==> config.mk <==
export PLATFORM = sky130hd
export DESIGN_NAME = tma_ram
export DESIGN_NICKNAME = d
export VERILOG_FILES = /design/src/hdl/tma_ram.sv
export SDC_FILE = /design/constraint.sdc
export NUM_CORES = 1
export LEC_CHECK = 0
export CORE_MARGIN = 2
export CORE_UTILIZATION = 45
export CTS_BUF_LIST = sky130_fd_sc_hd__clkbuf_4
export DETAILED_ROUTE_END_ITERATION = 10
export DONT_BUFFER_PORTS = 1
export PLACE_DENSITY = 0.69
export SYNTH_ARGS = -nofsm -noshare
export SYNTH_HDL_FRONTEND = slang
export SYNTH_SLANG_ARGS = --single-unit
export TNS_END_PERCENT = 5
==> constraint.sdc <==
create_clock -name clock -period 17.4 [get_ports clock]
set_input_delay 0.87 -clock clock [delete_from_list [all_inputs] [get_ports clock]]
set_output_delay 0.87 -clock clock [all_outputs]
set_load 0.005 [all_outputs]
==> src/hdl/tma_ram.sv <==
`timescale 1ns / 1ps
// ----------------------------------------------------------------------------
// tma_ram: generic simple dual-port RAM
// One write port and one read port with registered read data.
// ----------------------------------------------------------------------------
module tma_ram #(
   parameter int unsigned WIDTH = 128,
   parameter int unsigned DEPTH = 4
) (
   input  logic                     clock,
   input  logic                     wr_en,
   input  logic [$clog2(DEPTH)-1:0] wr_addr,
   input  logic [WIDTH-1:0]         wr_data,
   input  logic [$clog2(DEPTH)-1:0] rd_addr,
   output logic [WIDTH-1:0]         rd_data
);

   logic [WIDTH-1:0] mem_ff [DEPTH];
   logic [WIDTH-1:0] rd_data_ff;

   always_ff @(posedge clock) begin
      if (wr_en) begin
         mem_ff[wr_addr] <= wr_data;
      end
      rd_data_ff <= mem_ff[rd_addr];
   end

   assign rd_data = rd_data_ff;

endmodule

# Word level (Yosys, flattened, before mapping)
# Memory sizes are Yosys's and may differ from the RTL's. A register that Yosys moved wholly into a read port is not among the register bits.
# Index checks and enable logic that the tools add are counted.
[classes]
mux = 2
[op_table]
columns = ["operator", "n"]
rows = [
  ["$mux 1", 2],
]
[totals]
register_bits = 0
mem_bits_rw = 512
in_bits = 134
word_cells = 3
n_memories = 1
[mem_list]
columns = ["memory", "words", "width", "rd", "rd_clocked_by_memory_dff", "write_ports", "line_no", "text"]
rows = [
  ["mem_ff", 4, 128, 1, 1, 1, "18", "logic [WIDTH-1:0] mem_ff [DEPTH];"],
]

# Longest topological paths before layout
# Gate-level depths: netlist of run 1.
[logic_depth]
word_depth = 2
depth_mapped = 3

# Worst setup path before layout of run 1
# Ideal clock, no wire load.
[synth_path]
path_kind = "input to register"
startpoint = "input wr_addr[1]"
endpoint = "memory mem_ff[0][0], enable pin"
arrival_time_ns = 10.171
t_required_ns = 16.599
path_slack_ns = 6.429
cell_stages = 1
cell_sequence = "nor3b_1"
[synth_rtl]
columns = ["element", "line_no", "text"]
rows = [
  ["start: declaration", "12", "input logic [$clog2(DEPTH)-1:0] wr_addr,"],
  ["end: declaration", "18", ""],
]
# Straight into the memory's write port.

# Worst setup path in the final report of run 1
[layout_path]
startpoint = "register rd_data_ff[100] (netlist: rd_data[100]) (read register of mem_ff)"
endpoint = "output rd_data[100]"
[layout_rtl]
columns = ["element", "line_no", "text"]
rows = [
  ["start: declaration", "19", "logic [WIDTH-1:0] rd_data_ff;"],
  ["end: declaration", "15", "output logic [WIDTH-1:0] rd_data"],
]
# No word-level cell between the ends.

==> results of run 1 <==
==> state kept, by name, summed over array words and instances, names as in the netlist <==
name     count
mem_ff     512
rd_data    128
==> layout make-up <==
cell class | count | area, um^2
Antenna cell | 11 | 27.5
Clock buffer | 248 | 1860
Clock inverter | 47 | 270
Fill cell | 3527 | 21200
Multi-Input combinational cell | 132 | 2930
Sequential cell | 640 | 17900
Tap cell | 607 | 759
Timing Repair Buffer | 140 | 1420
==> per-layer routing <==
| metal | global-route usage [%] | share of wire, % |
|---|---|---|
| met5 | 0 | 0.067 |
| met4 | 7.79 | 1.8 |
| met3 | 7.70 | 8.4 |
| met2 | 27.1 | 50 |
| met1 | 19.9 | 40 |
==> report_power, final <==
| group | switching, mW | internal (mW) | leakage [nW] |
|---|---|---|---|
| logic | 0.0530 | 0.0661 | 1.44 |
| registers | 0.0333 | 1.75 | 5.78 |
| clock network | 0.584 | 0.682 | 1.27 |
==> Yosys cell counts, drive strengths merged <==
library cell / n / area share [%]
dfxtp: 128 / 12
nor3b: 1 / 0.035
clkbuf: 1 / 0.018
buf: 27 / 1.5
edfxtp: 512 / 73
and3: 1 / 0.030
mux4: 128 / 14
and3b: 2 / 0.083
==> final timing paths <==
| path | end | cells past startpoint |
|---|---|---|
| worst max-delay path | rd_data[100] | 0 |
| worst max register to register | rd_data[30]$_DFF_P_ | 1 |
| worst min-delay path | rd_data[32]$_DFF_P_ | 1 |
| worst min register to register | rd_data[61]$_DFF_P_ | 1 |
==> cells in the final DEF (no fill, tap or decap), drive strengths merged <==
| cell | netlist | final |
|---|---|---|
| mux4 | 128 | 128 |
| clkbuf | 1 | 248 |
| and3b | 2 | 2 |
| inv | 0 | 5 |
| bufinv | 0 | 2 |
| and3 | 1 | 1 |
| buf | 27 | 9 |
| dlygate4sd3 | 0 | 131 |
| clkinv | 0 | 35 |
| nor3b | 1 | 1 |
| diode | 0 | 11 |
| dfxtp | 128 | 128 |
| clkinvlp | 0 | 5 |
| edfxtp | 512 | 512 |
==> kinds of logic after synthesis <==
kind of cell           after synthesis
AND/OR/NAND/NOR                      4
multiplexers                       128
buffers and inverters               28
flip-flops                         640
==> metrics by stage <==
step | cells | instance area [um^2] | power (mW) | worst slack [ns]
after floorplan | 800 | 21200 | 1.88 | 6.43
after global placement | 1386 | 21700 | 1.89 | 14.46
after detailed placement | 1386 | 21700 | 1.89 | 14.46
after CTS | 1814 | 25200 | 3.22 | 14.98
after global routing | 1824 | 25200 | 3.31 | 14.98
final | 1825 | 25200 | 3.16 | 15.16
==> results.json, run 1 <==
{
  "synthCells": 800,
  "drt-initial-drc-count": 432,
  "ctsHtreeMaxLevel": 4,
  "synth_mux_area_share_pct": 13.6,
  "clk_pin_slew_ns": 0.08,
  "synth_compound_area_share_pct": 0,
  "reg2reg_slack_ns": 16.34,
  "rsz0062_at_grt": "false",
  "relSlewSlack_pct": 40.8,
  "grt_pass1_vias": 10100,
  "cts-resized-gates": 0,
  "cts-root-buf": "clkbuf_4",
  "yosysSeqAreaShare_pct": 84.7,
  "route.detailed.drc": 0,
  "syn2layout_area_growth_pct": 19.1,
  "max-vdd-ir-drop_mv": 0.0921,
  "core-area_um2": 46500,
  "tns_ns": 0,
  "die_w_um": 221,
  "timing.hold.ws_ns": 0.0971,
  "drv_slew": 0,
  "die_area_um2": 48800,
  "synth_area_um2": 21200,
  "cts_max_path_buffers": 3,
  "powerDensity_nw_per_um2": 126,
  "track_usage_pct": 17.0,
  "wl_per_cell_um": 22.0,
  "clk_latency_ns": 0.97,
  "r2r_start": "mem_ff[0][30]$_DFFE_PP_",
  "ant_nets": 0,
  "gp_congestion": 0.695,
  "holdBufCountCts": 133,
  "drt-total-wl_mm": 40.1,
  "synth_xor_area_share_pct": 0,
  "hp-class": "in2reg",
  "worst_pin_slew_ns": 0.887,
  "grt_max_degree": 129,
  "cp_max_fo": 1,
  "leakage_nw": 8.49,
  "final_core_utilization_pct": 54.3,
  "overflow": 0,
  "die_h_um": 221,
  "io_buffers": 0,
  "synth_top_family_by_area": "multiplexers",
  "cts_setup_buffers": 0,
  "start_util_pct": 45.6,
  "cts_made_buffers": 161,
  "nets": 1209,
  "cp.required_ns": 16.53,
  "syn_nets": 934,
  "outcome": "finished, final reports clean",
  "path_class": "reg2out",
  "setup_viol": 0,
  "antenna_found_initial": 8,
  "io_pins": 262,
  "ys_seq_elements": 640,
  "min-delay-start": "rd_addr[1]",
  "yosys_warnings": 0,
  "start_kind": "flip-flop",
  "clock_skew_ns": 0.0477,
  "cts_tree": "done",
  "vias_per_cell": 5.04,
  "first_pass_iters": 4,
  "clock-sinks": 640,
  "worstPathArrival_ns": 1.37,
  "critPathLaunch": "rd_data[100]$_DFF_P_",
  "cap_viol_max_count": 0,
  "hold_viol": 0,
  "grt_first_pass_wirelength_mm": 60.7,
  "finalCriticalPeriod_ns": 2.24,
  "synthAdderAreaFrac_pct": 0,
  "ys_types": 10,
  "fmax_mhz": 446,
  "syn-mean-instance-area_um2": 26.5,
  "yosys.area_share.simple_pct": 0.148,
  "rows": 79,
  "final_layout_size_suffix_gt1_share_pct": 34.0,
  "dpl.hpwl_mm": 19.3,
  "period_share_pct": 12.9,
  "crit_path_end_kind": "output pin",
  "num_vias": 9191
}
Note: power is estimated with default switching activity, not from simulation.
==> run 2, diff against run 1 <==
- clock period: 17.4 -> 2.07 ns (I/O delays scaled with it)
==> run 2 against run 1 <==
Against the previous run: the run now fails in clock tree synthesis (4_1_cts); synthesized cell count stayed put; synthesized area is the same.
==> results.json, run 2 <==
{
  "outcome": "aborted with a tool error",
  "haltStage": "clock tree synthesis (4_1_cts)",
  "tool.error": "[ERROR RSZ-0060] Max buffer count reached.",
  "cts-resized-gates": 0,
  "ctsHtreeMaxLevel": 4,
  "cts-root-buf": "clkbuf_4",
  "synth.most_common_cell": "edfxtp_1",
  "synth_area_um2": 21200,
  "synth_top_area_share_pct": 72.6,
  "start_util_pct": 45.6,
  "ys_seq_elements": 640,
  "synth_area_leaders": "edfxtp_1 (73%), mux4_2 (14%), dfxtp_1 (12%), buf_12 (0.95%), buf_2 (0.31%)",
  "synthCells": 800,
  "gp_congestion": 0.692,
  "die_h_um": 221,
  "place_ws_ns": 0.591,
  "cts_max_path_buffers": 3,
  "ys_types": 10,
  "cts_setup_buffers": 0,
  "syn-mean-instance-area_um2": 26.5,
  "yosys.area.top_type": "edfxtp_1",
  "syn_nets": 934,
  "die_w_um": 221,
  "cts_made_buffers": 159,
  "yosys_warnings": 0,
  "clock-sinks": 640,
  "rows": 79,
  "synth_edf_count": 512,
  "dpl.hpwl_mm": 20.3,
  "yosys-top-cells-count": "edfxtp_1 (512), dfxtp_1 (128), mux4_2 (128)",
  "io_buffers": 0,
  "synth_top_flop_cell": "edfxtp_1",
  "yosysSeqAreaShare_pct": 84.7,
  "holdBufCountCts": 340,
  "synth-async-reset-ratio_pct": 0,
  "io_pins": 262
}
[run 2: per-stage QoR]
step	instance area [um^2]	instances
floorplan	21200	800
detailed placement	21900	1399
global placement	21900	1399
[run 2: cell families after synthesis]
logic type / count (synthesis) / synth area share (%)
mux: 128 / 13.6
flops: 640 / 84.7
buf+inv: 28 / 1.48
simple gates: 4 / 0.148
==> run 3, diff against run 2 <==
- CORE_UTILIZATION: 45 -> 30
- CTS_BUF_LIST: sky130_fd_sc_hd__clkbuf_4 -> unset
- PLACE_DENSITY: 0.69 -> unset
- PLACE_DENSITY_LB_ADDON: unset -> 0.15
==> run 3 against run 2 <==
Against the previous run: the flow now finishes without violations.
==> results.json, run 3 (same netlist as run 1, synthesis figures left out) <==
{
  "holdBufCountCts": 227,
  "path_common_cell": "dlygate4sd3_1",
  "final_common_cell": "edfxtp_1",
  "antenna_found_initial": 5,
  "overflow": 0,
  "seq_power_share_pct": 52.2,
  "die_h_um": 270,
  "relSlewSlack_pct": 65.0,
  "drv_slew": 0,
  "die_area_um2": 72700,
  "worst_pin_slew_ns": 0.526,
  "cpMaxStageDelayCell": "dlygate4sd3_1",
  "max-vdd-ir-drop_mv": 0.527,
  "outcome": "finished, final reports clean",
  "fill_cells": 6402,
  "ctsHtreeMaxLevel": 3,
  "cp_max_fo": 43,
  "cap_viol_max_count": 0,
  "pwr-share-clk_pct": 43.2,
  "largest_reg_flops": 512,
  "io_buffers": 0,
  "nets": 1218,
  "hold_viol": 0,
  "clk_latency_ns": 0.60,
  "gp_congestion": 0.646,
  "crit_path_end_kind": "flip-flop",
  "largest-register": "mem_ff",
  "num_vias": 9011,
  "start_kind": "input port",
  "cts_made_buffers": 71,
  "vias_per_cell": 4.33,
  "grt_pass1_vias": 10200,
  "hp-class": "in2reg",
  "tns_ns": 0,
  "io_pins": 262,
  "syn2layout_area_growth_pct": 27.2,
  "p_sw_share_pct": 20.4,
  "layout_common_cells": "edfxtp_1 (512), dlygate4sd3_1 (225), mux4_2 (128), dfxtp_1 (128), clkbuf_16 (71)",
  "clk_pin_slew_ns": 0.06,
  "core-area_um2": 69900,
  "cp.required_ns": 2.32,
  "grt_max_degree": 95,
  "first_pass_iters": 4,
  "rsz0062_at_grt": "false",
  "ant_nets": 0,
  "route.detailed.drc": 0,
  "worstPathArrival_ns": 2.04,
  "cts_setup_buffers": 0,
  "cts-root-buf": "clkbuf_16",
  "track_usage_pct": 12.4,
  "grt_first_pass_wirelength_mm": 66.8,
  "wl_per_cell_um": 21.3,
  "clock_skew_ns": 0.0115,
  "dpl.hpwl_mm": 23.1,
  "period_share_pct": 86.3,
  "cpPeakStageDelay_ns": 0.81,
  "diodes": 0,
  "setup_viol": 0,
  "final_layout_size_suffix_gt1_share_pct": 22.3,
  "worstPathCellList": "dlygate4sd3_1 -> nor3b_4 -> dlygate4sd3_1 -> buf_12",
  "path_class": "in2reg",
  "die_w_um": 270,
  "drt-total-wl_mm": 44.3,
  "leakage_nw": 8.82,
  "p_sw_mw": 5.85,
  "cts_tree": "done",
  "cts-resized-gates": 0,
  "finalCriticalPeriod_ns": 1.79,
  "rows": 97,
  "clock-sinks": 640,
  "fmax_mhz": 559,
  "powerDensity_nw_per_um2": 1060,
  "drt-initial-drc-count": 540,
  "cts_max_path_buffers": 3,
  "start_util_pct": 30.3,
  "p_total_mw": 28.7,
  "pwr-share-comb_pct": 4.6,
  "p_int_mw": 22.8
}
-- run 3: metrics by stage --
stage	hold WS (ns)	worst slack, ns	area [um^2]	cells	util, %
5_1_grt	0.0546	0.206	26900	2083	38.5
2_1_floorplan	0.202	-1.73	21200	800	-
3_5_place_dp	0.203	0.777	22300	1724	31.9
6_report	0.0637	0.283	26900	2083	38.5
3_3_place_gp	0.203	0.771	22300	1724	31.9
4_1_cts	0.0492	0.303	26900	2083	38.5
-- run 3: worst paths after layout --
path                            from                      end  slack, ns  cells past startpoint
max reg2reg  mem_ff[3][17]$_DFFE_PP_      rd_data[17]$_DFF_P_       0.51                      2
max                       wr_addr[0]  mem_ff[0][76]$_DFFE_PP_       0.28                      4
min reg2reg  mem_ff[2][66]$_DFFE_PP_      rd_data[66]$_DFF_P_       0.55                      1
min                       wr_addr[1]  mem_ff[3][12]$_DFFE_PP_       0.06                      2
-- run 3: power by group through the flow --
stage                     Sequential, mW  Combinational, mW  Clock [mW]
final                               15.0               1.32        12.4
after global routing                15.0               1.43        13.4
after floorplan                     15.1              0.655           0
after detailed placement            15.3              0.708           0
after global placement              15.2              0.711           0
after CTS                           15.0               1.35        12.9
-- run 3: area by class of cell --
cell class                      count  area [um^2]  area share, %
Tap cell                          940         1180           4.37
Multi-Input combinational cell    132         2940           10.9
Sequential cell                   640        17900           66.6
Timing Repair Buffer              239         2550           9.46
Clock buffer                       87         1860           6.90
Clock inverter                     45          459           1.71
-- run 3: routing by layer --
metal,up-vias,GRT usage [%],wire [um]
li1,3943,-,-
met1,4755,15.9,19300
met2,221,20.1,21600
met3,82,3.46,2480
met4,10,4.17,929
met5,-,0,52
-- run 3: critical path, delay by kind of cell --
kind          cells  cell delay, ns
buf+inv           3            1.70
simple gates      1            0.17
